`src/rtl/utf8tok_pkg.sv`:
```
`timescale 1ns / 1ps
`default_nettype none
// ----------------------------------------------------------------------------
// utf8tok_pkg: shared types, constants and code point map
// Types and helpers for the byte-level token text decoder.
// ----------------------------------------------------------------------------
package utf8tok_pkg;

    localparam int MAX_RES  = 4;   // results one input byte can cause
    localparam int HELD_MAX = 3;   // bytes held for an unfinished sequence

    // UTF-8 lead and continuation byte classes
    localparam logic [7:0] LEAD2_MASK = 8'hE0;
    localparam logic [7:0] LEAD2_CODE = 8'hC0;
    localparam logic [7:0] LEAD3_MASK = 8'hF0;
    localparam logic [7:0] LEAD3_CODE = 8'hE0;
    localparam logic [7:0] LEAD4_MASK = 8'hF8;
    localparam logic [7:0] LEAD4_CODE = 8'hF0;
    localparam logic [7:0] CONT_MASK  = 8'hC0;
    localparam logic [7:0] CONT_CODE  = 8'h80;
    localparam logic [7:0] CONT_BITS  = 8'h3F;

    // printable ranges that map to themselves
    localparam logic [7:0] PRINT_LO   = 8'h21;
    localparam logic [7:0] PRINT_HI   = 8'h7E;
    localparam logic [7:0] LATIN_LO   = 8'hA1;
    localparam logic [7:0] LATIN_HI   = 8'hAC;
    localparam logic [7:0] LATIN2_LO  = 8'hAE;

    // shifted codes for the non-printable bytes
    localparam logic [20:0] EXTRA_FIRST = 21'd256;
    localparam logic [6:0]  EXTRA_COUNT = 7'd68;
    localparam logic [6:0]  EXTRA_CTRL  = 7'd33;   // 0x00-0x20
    localparam logic [6:0]  EXTRA_HIGH  = 7'd67;   // up to 0x7F-0xA0
    localparam logic [7:0]  HIGH_OFFSET = 8'h5E;   // 0x7F - 33
    localparam logic [7:0]  SOFT_HYPHEN = 8'hAD;

    typedef struct packed {
        logic [1:0]  held_cnt;
        logic [2:0]  exp_len;
        logic [20:0] partial;
    } seq_state_t;

    typedef struct packed {
        logic [MAX_RES-1:0][7:0] bytes;
        logic [MAX_RES-1:0]      maps;
        logic [2:0]              count;
    } res_list_t;

    typedef struct packed {
        logic       hit;
        logic [7:0] value;
    } map_t;

    function automatic map_t cp_lookup(input logic [20:0] cp);
        map_t       r;
        logic [20:0] k_full;
        logic [6:0] k;
        r      = '{hit: 1'b0, value: cp[7:0]};
        k_full = cp - EXTRA_FIRST;
        k      = k_full[6:0];
        if (cp[20:8] == '0) begin
            r.hit = ((cp[7:0] >= PRINT_LO) && (cp[7:0] <= PRINT_HI)) ||
                    ((cp[7:0] >= LATIN_LO) && (cp[7:0] <= LATIN_HI)) ||
                    (cp[7:0] >= LATIN2_LO);
        end else if ((cp >= EXTRA_FIRST) && (k_full < {14'd0, EXTRA_COUNT})) begin
            r.hit = 1'b1;
            if (k < EXTRA_CTRL) begin
                r.value = {1'b0, k};
            end else if (k < EXTRA_HIGH) begin
                r.value = {1'b0, k} + HIGH_OFFSET;
            end else begin
                r.value = SOFT_HYPHEN;
            end
        end
        return r;
    endfunction

endpackage
`default_nettype wire

```
`src/rtl/utf8tok_decode.sv`:
```
`timescale 1ns / 1ps
`default_nettype none
// ----------------------------------------------------------------------------
// utf8tok_decode: per-byte sequence decode
// Combines one incoming byte with the held sequence state and builds the
// list of output bytes plus the next sequence state.
// ----------------------------------------------------------------------------
module utf8tok_decode (
    input  logic [7:0]                  byte_in,
    input  logic                        text_last,
    input  utf8tok_pkg::seq_state_t     cur,
    input  logic [2:0][7:0]             held_bytes,
    output utf8tok_pkg::seq_state_t     nxt,
    output logic [2:0][7:0]             held_next,
    output utf8tok_pkg::res_list_t      res
);
    import utf8tok_pkg::*;

    logic        is_cont;
    logic [20:0] cp;
    map_t        cp_map;
    map_t        ascii_map;
    logic        complete;
    logic [1:0]  flush_cnt;
    logic        tail_vld;
    logic [7:0]  tail_byte;
    logic        tail_map;
    logic        start_fresh;
    logic [2:0]  lead_len;
    logic [20:0] lead_bits;

    assign is_cont   = (byte_in & CONT_MASK) == CONT_CODE;
    assign cp        = {cur.partial[14:0], byte_in[5:0]};
    assign cp_map    = cp_lookup(cp);
    assign ascii_map = cp_lookup({13'd0, byte_in});
    assign complete  = ({1'b0, cur.held_cnt} + 3'd1) >= cur.exp_len;

    always_comb begin
        if ((byte_in & LEAD2_MASK) == LEAD2_CODE) begin
            lead_len  = 3'd2;
            lead_bits = {16'd0, byte_in[4:0]};
        end else if ((byte_in & LEAD3_MASK) == LEAD3_CODE) begin
            lead_len  = 3'd3;
            lead_bits = {17'd0, byte_in[3:0]};
        end else if ((byte_in & LEAD4_MASK) == LEAD4_CODE) begin
            lead_len  = 3'd4;
            lead_bits = {18'd0, byte_in[2:0]};
        end else begin
            lead_len  = 3'd0;
            lead_bits = '0;
        end
    end

    always_comb begin
        nxt         = cur;
        held_next   = held_bytes;
        flush_cnt   = 2'd0;
        tail_vld    = 1'b0;
        tail_byte   = byte_in;
        tail_map    = 1'b0;
        start_fresh = 1'b0;

        if (cur.held_cnt != 2'd0) begin
            if (is_cont) begin
                if (complete) begin
                    tail_vld = 1'b1;
                    if (cp_map.hit) begin
                        tail_byte = cp_map.value;
                        tail_map  = 1'b1;
                    end else begin
                        flush_cnt = cur.held_cnt;
                    end
                    nxt = '0;
                end else if (text_last) begin
                    flush_cnt = cur.held_cnt;
                    tail_vld  = 1'b1;
                    nxt       = '0;
                end else begin
                    // still short of the announced length: keep gathering
                    held_next[cur.held_cnt] = byte_in;
                    nxt.held_cnt            = cur.held_cnt + 2'd1;
                    nxt.partial             = cp;
                end
            end else begin
                // broken sequence: flush held bytes, then treat byte as new
                flush_cnt   = cur.held_cnt;
                nxt         = '0;
                start_fresh = 1'b1;
            end
        end else begin
            start_fresh = 1'b1;
        end

        if (start_fresh) begin
            if (!byte_in[7]) begin
                tail_vld = 1'b1;
                tail_map = ascii_map.hit;
            end else if ((lead_len != 3'd0) && !text_last) begin
                held_next[0] = byte_in;
                nxt.held_cnt = 2'd1;
                nxt.exp_len  = lead_len;
                nxt.partial  = lead_bits;
            end else begin
                tail_vld = 1'b1;
            end
        end

        if (text_last) begin
            nxt = '0;
        end
    end

    always_comb begin
        for (int i = 0; i < HELD_MAX; i++) begin
            if (2'(i) < flush_cnt) begin
                res.bytes[i] = held_bytes[i];
                res.maps[i]  = 1'b0;
            end else begin
                res.bytes[i] = tail_byte;
                res.maps[i]  = tail_map;
            end
        end
        res.bytes[MAX_RES-1] = tail_byte;
        res.maps[MAX_RES-1]  = tail_map;
        res.count            = {1'b0, flush_cnt} + {2'd0, tail_vld};
    end

endmodule
`default_nettype wire

```
`src/rtl/utf8_byte_level_token_decoder.sv`:
```
`timescale 1ns / 1ps
`default_nettype none
// ----------------------------------------------------------------------------
// utf8_byte_level_token_decoder: byte-level BPE text to raw bytes
// Gathers UTF-8 sequences from joined token text and maps each code point
// back through the byte-level table; failed or unmapped sequences come out raw.
// ----------------------------------------------------------------------------
// Usage:
//   s_* channel: one text byte per transaction, s_text_last on the final byte.
//   m_* channel: zero to four output bytes per input transaction; m_run_last
//   marks the last byte caused by one input, m_text_done the end of the text.
//   An input byte is decoded in the cycle it is accepted and its results sit
//   in the output buffer from the next cycle on.
//   Throughput: one input per cycle while m_ready is high and each input gives
//   at most one byte. An input that gives n > 1 bytes occupies the output
//   buffer until all n are taken; the next input is taken in the cycle the last
//   of them is transferred. Inputs that only extend a sequence give no output.
//   When the receiver stalls, the buffered bytes hold and s_ready stays low
//   while any byte is pending; it rises in the cycle the last one is taken.
//   Reset (aresetn low, synchronous) empties the output buffer and drops any
//   partially gathered sequence.
// ----------------------------------------------------------------------------
module utf8_byte_level_token_decoder (
    input  logic       aclk,
    input  logic       aresetn,
    input  logic       s_valid,
    output logic       s_ready,
    input  logic [7:0] s_byte_in,
    input  logic       s_text_last,
    output logic       m_valid,
    input  logic       m_ready,
    output logic [7:0] m_byte_out,
    output logic       m_from_map,
    output logic       m_run_last,
    output logic       m_text_done
);
    import utf8tok_pkg::*;

    seq_state_t              seq_reg;
    seq_state_t              seq_next;
    logic [2:0][7:0]         held_reg;
    logic [2:0][7:0]         held_next;
    res_list_t               dec_res;

    logic [MAX_RES-1:0][7:0] buf_byte_reg;
    logic [MAX_RES-1:0]      buf_map_reg;
    logic [2:0]              buf_cnt_reg;
    logic                    buf_last_reg;

    logic                    s_fire;
    logic                    m_fire;

    utf8tok_decode u_decode (
        .byte_in    (s_byte_in),
        .text_last  (s_text_last),
        .cur        (seq_reg),
        .held_bytes (held_reg),
        .nxt        (seq_next),
        .held_next  (held_next),
        .res        (dec_res)
    );

    assign m_valid = buf_cnt_reg != 3'd0;
    assign m_fire  = m_valid && m_ready;
    assign s_ready = (buf_cnt_reg == 3'd0) || ((buf_cnt_reg == 3'd1) && m_ready);
    assign s_fire  = s_valid && s_ready;

    assign m_byte_out  = buf_byte_reg[0];
    assign m_from_map  = buf_map_reg[0];
    assign m_run_last  = buf_cnt_reg == 3'd1;
    assign m_text_done = (buf_cnt_reg == 3'd1) && buf_last_reg;

    always_ff @(posedge aclk) begin
        if (!aresetn) begin
            seq_reg     <= '0;
            buf_cnt_reg <= 3'd0;
        end else begin
            if (s_fire) begin
                seq_reg     <= seq_next;
                buf_cnt_reg <= dec_res.count;
            end else if (m_fire) begin
                buf_cnt_reg <= buf_cnt_reg - 3'd1;
            end
        end
    end

    // payload: held bytes and output buffer carry no reset
    always_ff @(posedge aclk) begin
        if (s_fire) begin
            held_reg     <= held_next;
            buf_byte_reg <= dec_res.bytes;
            buf_map_reg  <= dec_res.maps;
            buf_last_reg <= s_text_last;
        end else if (m_fire) begin
            for (int i = 0; i < MAX_RES - 1; i++) begin
                buf_byte_reg[i] <= buf_byte_reg[i+1];
                buf_map_reg[i]  <= buf_map_reg[i+1];
            end
        end
    end

`ifndef ASSERT_OFF
    a_buf_cnt_range: assert property (@(posedge aclk) disable iff (!aresetn)
        buf_cnt_reg <= 3'd4)
        else $error("output buffer count out of range");

    a_held_below_len: assert property (@(posedge aclk) disable iff (!aresetn)
        seq_reg.held_cnt != 2'd0 |->
            ({1'b0, seq_reg.held_cnt} < seq_reg.exp_len) && (seq_reg.exp_len <= 3'd4))
        else $error("held byte count not below announced length");

    a_idle_clean: assert property (@(posedge aclk) disable iff (!aresetn)
        seq_reg.held_cnt == 2'd0 |-> (seq_reg.exp_len == 3'd0) && (seq_reg.partial == '0))
        else $error("sequence state left over with nothing held");

    a_last_clears: assert property (@(posedge aclk) disable iff (!aresetn)
        s_fire && s_text_last |=> seq_reg.held_cnt == 2'd0)
        else $error("bytes still held after end of text");

    a_no_overwrite: assert property (@(posedge aclk) disable iff (!aresetn)
        s_fire |-> (buf_cnt_reg == 3'd0) || m_fire)
        else $error("input accepted over pending output");
`endif

endmodule
`default_nettype wire

```
`config.mk`:
```
export PLATFORM = sky130hd
export DESIGN_NAME = utf8_byte_level_token_decoder
export DESIGN_NICKNAME = d
export VERILOG_FILES = /design/src/rtl/utf8tok_pkg.sv /design/src/rtl/utf8tok_decode.sv /design/src/rtl/utf8_byte_level_token_decoder.sv
export SDC_FILE = /design/constraint.sdc
export NUM_CORES = 1
export LEC_CHECK = 0
export ABC_AREA = 1
export BUFFER_PORTS_ARGS = -buffer_cell sky130_fd_sc_hd__buf_2
export CORE_MARGIN = 2
export CORE_UTILIZATION = 30
export CTS_CLUSTER_DIAMETER = 150
export DETAILED_ROUTE_END_ITERATION = 10
export PLACE_DENSITY = 0.43
export SLEW_MARGIN = 25
export SYNTH_ARGS = -nofsm -noshare
export SYNTH_HDL_FRONTEND = slang
export SYNTH_HIERARCHICAL = 1
export SYNTH_SLANG_ARGS = --single-unit
```
`constraint.sdc`:
```
create_clock -name aclk -period 2.5 [get_ports aclk]
set_input_delay 0.25 -clock aclk [delete_from_list [all_inputs] [get_ports aclk]]
set_output_delay 0.25 -clock aclk [all_outputs]
set_load 0.01 [all_outputs]
```
==> impl_results.md, run 1 <==
- Critical path's top delay family: buffers and inverters
- Detailed placement HPWL: 9900 microns
- Starting DRC count in detailed routing: 270
- Mapped Area: 5316 sq um
- I/O pin count: 26
- Worst Setup End Kind: flip-flop
- DRC viols: 0
- Hold_buf cts: 0
- CP peak stage delay: 0.37 ns
- Diodes inserted: 0
- Via density: 4.700
- Max IR drop VDD: 0.4107 mV
- Unrepaired setup endpoints after global routing: true
- Cells after synthesis: 683
- CTS Sinks: 84
- Number of global-route vias before repair: 4444
- R2R setup slack: 0.05 ns
- Final period util: 97.94%
- Slew Viols, Final: 0
- Critical path startpoint category: flip-flop
- Longest Clk Path Bufs: 2
- Setup TNS: 0 ns
- Initial antenna violation count: 0
- Initial core utilization: 30.74%
- Overall power: 7.802 mW
- Remaining global-route overflow: 0
- Layout fillers: 1835
- Met1 usage: 21.24%
- Crit path top cell by count: nand2_1
- Met3 Use GR: 2.815%
- Setup violations, final: 0
- GRT Total Usage: 15.84%
- Maxcap violations: 0
- Die X: 137.1 microns
- Buf/Inv on CP: 5
- Final hold vios: 0
- Worst hold path type: primary input to flip-flop
- CTS Buf Count: 9
- Layout cells sized above 1: 23.78%
- Critical Path AT: 2.56 ns
- Gpl congestion: 0.8218
- Clk root buf: clkbuf_16
- DR vias: 4517
- WL final: 13980 microns
- Pleak: 2.841 nW
- Layout Skew: 0.008540 ns
- Die area: 18800 sq um
- Max-Slew Margin vs Limit: 63.56%
- Core Region: 17300 sq um
- Worst endpoint required time: 2.61 ns
- First-pass GRT wire length: 22960 microns
- Net count after synthesis: 715
- Later-pin clock latency in the skew report: 0.35 ns
- Pwr dens: 1213 nW/um^2
- Pin count of the biggest net entering global routing: 61
- DR WL/cell: 14.55 microns
- Syn. warnings: 6
- Critical path class: flip-flop to flip-flop
- Worst Tran Pin Value: 0.5461 ns
- Area Overhead vs Synth: 20.99%
- Die Height: 137.1 microns
- Final Core Density: 37.19%
- TritonCTS clock tree: built
- Commonest non-fill, non-tap cell in the layout: nand2_1
- Mean Syn Cell Area: 7.784 sq um
- Post-DRT Antenna Nets: 0
- Busiest grt layer: met2
- Area of the multi-input gates: 2780 sq um
- Clk slew on worst S/H paths: 0.07 ns
- Most frequent cells in the layout: nand2_1 (220), nor2_1 (82), edfxtp_1 (61)
- Minimum clock period: 2.448 ns
- Rows: 48
- Port bufs: 25
- Critical path's slowest cell: dfxtp_4
- DRT Pass-1 Iters: 4
- Crit-path cells: inv_4, ha_4, ha_1, nand2_1, o211ai_2, buf_4, nand3_4, buf_6, nand3_4, inv_6, clkbuf_16, nand2_4, o21ai_2, nand2_1, nand2_1
- CP max FO: 4
- Status: finished clean
- Max Fclk: 408.4 MHz
- Sequential Area: 2301 sq um
- H-tree Lvls: 3
- Fin nets: 764
- Met2 GRT Util: 25.40%
- WHS: 0.2096 ns
[stage by stage]
| stage | worst slack, ns | instances | instance area (sq um) |
|---|---|---|---|
| after detailed placement | -0.03033 | 941 | 5898 |
| final | 0.05159 | 961 | 6432 |
| after global placement | -0.01472 | 941 | 5898 |
| after CTS | -0.02941 | 956 | 6193 |
| after floorplan | 0.01116 | 683 | 5349 |
| after global routing | -0.07038 | 961 | 6432 |
[tightest hold or removal path: stages]
cell     delay, ns
buf_2         0.11
or2_2         0.10
a21oi_1       0.05
[path summary, 6_finish.rpt]
path,from,endpoint,cells past startpoint
setup / recovery,seq_reg[25]$_SDFFE_PN0P_,buf_byte_reg[8]$_DFFE_PP_,15
hold / removal,m_ready,buf_cnt_reg[2]$_SDFFE_PN0P_,3
setup reg to reg,seq_reg[25]$_SDFFE_PN0P_,buf_byte_reg[8]$_DFFE_PP_,15
hold reg to reg,seq_reg[23]$_SDFFE_PN0P_,seq_reg[23]$_SDFFE_PN0P_,2
[report_power, final]
group          total, mW  leakage (nW)  internal, mW  switching, mW
Clock               1.36         0.135         0.774          0.584
Combinational       3.78          1.93          1.43           2.36
Sequential          2.66         0.777          2.32          0.336
[metal layers]
metal	vias to the layer above	part of all wire, %
li1	2324	-
met1	2109	49
met2	65	47
met3	19	3.1
met4	0	1.8
met5	-	0
[final cells by class]
type | instances | share of cell area [%]
clock inverter | 5 | 0.9726
tap | 225 | 4.377
timing repair buffer | 76 | 8.539
multi-input combinational | 504 | 43.22
sequential | 84 | 35.77
clock buffer | 10 | 3.560
inverter | 57 | 3.560
[repair_timing]
item | CTS | global route
hold endpoints to repair | 0 | 0
resized for setup | 2 | 41
setup endpoints to repair | 14 | 34
gates cloned | 0 | 1
pin swaps | 0 | 25
setup buffers | 0 | 5
No activity file was read; power rests on OpenSTA's default activity.
==> run 2, diff against run 1 <==
--- a/config.mk
+++ b/config.mk
@@ -13,4 +13,5 @@
 export DETAILED_ROUTE_END_ITERATION = 10
 export PLACE_DENSITY = 0.43
+export SKIP_CTS_REPAIR_TIMING = 1
 export SLEW_MARGIN = 25
 export SYNTH_ARGS = -nofsm -noshare
==> constraint.sdc (replaced) <==
create_clock -name aclk -period 2.5 [get_ports aclk]
set_input_delay 0.5 -clock aclk [delete_from_list [all_inputs] [get_ports aclk]]
set_output_delay 0.5 -clock aclk [all_outputs]
set_load 0.01 [all_outputs]
==> impl_results.md, run 2 (synthesis results as in run 1) <==
- Port bufs: 25 (unchanged)
- Overall power: 8.251 mW (was 7.802 mW)
- Pwr dens: 1211 nW/um^2 (was 1213 nW/um^2)
- Top sig layer: met4 (unchanged)
- Post-DRT Antenna Nets: 0 (unchanged)
- Pin count of the biggest net entering global routing: 55 (was 61)
- Longest Clk Path Bufs: 2 (unchanged)
- DR WL/cell: 14.58 microns (was 14.55 microns)
- Area of the multi-input gates: 2828 sq um (was 2780 sq um)
- Layout Skew: 0.007986 ns (was 0.008540 ns)
- Final setup margin: 0.03144 ns (was 0.05159 ns)
- Clk root buf: clkbuf_16 (unchanged)
- Setup violations, final: 0 (unchanged)
- Max Fclk: 405.1 MHz (was 408.4 MHz)
- Worst endpoint required time: 2.61 ns (about the same)
- Most frequent cells in the layout: nand2_1 (216), nor2_1 (79), buf_4 (75) (was nand2_1 (220), nor2_1 (82), edfxtp_1 (61))
- Maxcap violations: 0 (unchanged)
- Die Height: 137.1 microns (unchanged)
- Critical path class: flip-flop to flip-flop (unchanged)
- Pre-CTS WS: -0.1117 ns (was -0.03033 ns)
- Slew Viols, Final: 0 (unchanged)
- DR vias: 4663 (was 4517)
- Gpl congestion: 0.8835 (was 0.8218)
- Fin nets: 798 (was 764)
- Final period util: 98.74% (was 97.94%)
- TritonCTS clock tree: built (unchanged)
- CTS Sinks: 84 (unchanged)
- Die area: 18800 sq um (unchanged)
- DRC viols: 0 (unchanged)
- WL met3: 508 microns (was 438 microns)
- Clk slew on worst S/H paths: 0.07 ns (about the same)
- H-tree Lvls: 3 (unchanged)
- Unrepaired setup endpoints after global routing: true (unchanged)
- Detailed placement HPWL: 10090 microns (was 9900 microns)
- Layout fillers: 1769 (was 1835)
- Via density: 4.682 (was 4.700)
- Critical path's slowest cell: dfxtp_4 (unchanged)
- Critical path's top delay family: buffers and inverters (unchanged)
- M1 WL: 6950 microns (was 6783 microns)
- Initial antenna violation count: 0 (unchanged)
- Critical Path AT: 2.58 ns (was 2.56 ns)
- Met2 wire length: 6886 microns (was 6513 microns)
- Critical path startpoint category: flip-flop (unchanged)
- First-pass GRT wire length: 23020 microns (was 22960 microns)
- DRT Pass-1 Iters: 5 (was 4)
- Remaining global-route overflow: 0 (unchanged)
- Commonest non-fill, non-tap cell in the layout: nand2_1 (unchanged)
- Initial core utilization: 30.74% (unchanged)
- CTS Buf Count: 9 (unchanged)
- Status: finished clean (unchanged)
- Final cell count without fillers: 996 (was 961)
- GRT Total Usage: 15.99% (was 15.84%)
- Dpl cells: 965 (was 941)
- Max-Slew Margin vs Limit: 61.91% (was 63.56%)
- Final hold vios: 0 (unchanged)
- Area Overhead vs Synth: 28.12% (was 20.99%)
- WL final: 14520 microns (was 13980 microns)
- Minimum clock period: 2.469 ns (was 2.448 ns)
- CP peak stage delay: 0.36 ns (was 0.37 ns)
- Buf/Inv on CP: 5 (unchanged)
- Crit-path cells: ha_1, ha_4, a21oi_2, o211ai_4, buf_4, nand3_4, buf_6, nand3_4, buf_12, buf_4, buf_4, nand2_1, nand2_1, nand2_1, nand2_1 (was inv_4, ha_4, ha_1, nand2_1, o211ai_2, buf_4, nand3_4, buf_6, nand3_4, inv_6, clkbuf_16, nand2_4, o21ai_2, nand2_1, nand2_1)
- Die X: 137.1 microns (unchanged)
- Starting DRC count in detailed routing: 306 (was 270)
- Crit path top cell by count: nand2_1 (unchanged)
- Layout cells sized above 1: 28.92% (was 23.78%)
- Worst hold path type: primary input to flip-flop (unchanged)
- Diodes inserted: 0 (unchanged)
- Worst Tran Pin Value: 0.5713 ns (was 0.5461 ns)
- Rows: 48 (unchanged)
- Max IR drop VDD: 0.4852 mV (was 0.4107 mV)
- I/O pin count: 26 (unchanged)
- Later-pin clock latency in the skew report: 0.35 ns (about the same)
- Number of global-route vias before repair: 4454 (was 4444)
- Sequential Area: 2308 sq um (was 2301 sq um)
- Core Region: 17300 sq um (unchanged)
- Pleak: 3.049 nW (was 2.841 nW)
- CP max FO: 7 (was 4)
- Worst Setup End Kind: flip-flop (unchanged)
-- run 2: cell count changes in the layout (fill, tap and decap cells not counted), moves of 3 or more --
cell	previous run	this run
buf_4	47	75
nand2_2	14	19
nand2_1	220	216
buf_12	1	4
buf_6	1	4
inv_4	2	5
nand3_2	2	5
nor2_1	82	79
-- run 2: area by class of cell --
type | instances | area share, %
clock buffers | 9 | 3.306
clock inverters | 7 | 1.176
inverters | 57 | 3.417
multi-input cells | 504 | 41.51
flip-flops and latches | 84 | 33.89
well taps | 225 | 4.133
repair buffers | 110 | 12.56
-- run 2: per-layer routing --
| metal | track usage, % | vias up |
|---|---|---|
| met2 | 26.64 | 69 |
| met1 | 21.08 | 2200 |
| li1 | - | 2385 |
| met4 | 4.754 | 0 |
| met3 | 2.926 | 9 |
| met5 | 0 | - |
-- run 2: per-stage QoR --
stage	util, %	instance area, sq um	setup TNS [ns]	hold slack, ns
2_1_floorplan	-	5358	0	0.4507
3_3_place_gp	35.45	6132	-0.5760	0.4996
3_5_place_dp	35.45	6132	-0.6936	0.5047
4_1_cts	37.22	6437	-0.1735	0.4574
5_1_grt	39.38	6812	-1.243	0.4787
6_report	39.38	6812	0	0.4715
-- run 2: worst paths after layout --
check                                               from  cells past startpoint                     endpoint  slack, ns
worst max register to register  seq_reg[24]$_SDFFE_PN0P_                     15    buf_byte_reg[9]$_DFFE_PP_       0.03
worst min-delay path                             m_ready                      3  buf_cnt_reg[2]$_SDFFE_PN0P_       0.47
worst min register to register  seq_reg[23]$_SDFFE_PN0P_                      2     seq_reg[23]$_SDFFE_PN0P_       0.51
worst max-delay path            seq_reg[24]$_SDFFE_PN0P_                     15    buf_byte_reg[9]$_DFFE_PP_       0.03
-- run 2: worst reg2reg max path, delay by kind of cell, from the launching register on --
kind	cells	cell delay, ns
buf+inv	5	0.71
compound gates	2	0.31
fa+ha+maj	2	0.46
flops	1	0.36
simple gates	6	0.38
-- run 2: power breakdown --
group	internal, mW	switching (mW)	leakage (nW)	total [mW]
clock network	0.792	0.626	0.150	1.42
logic	1.69	2.47	2.12	4.16
registers	2.33	0.344	0.779	2.67
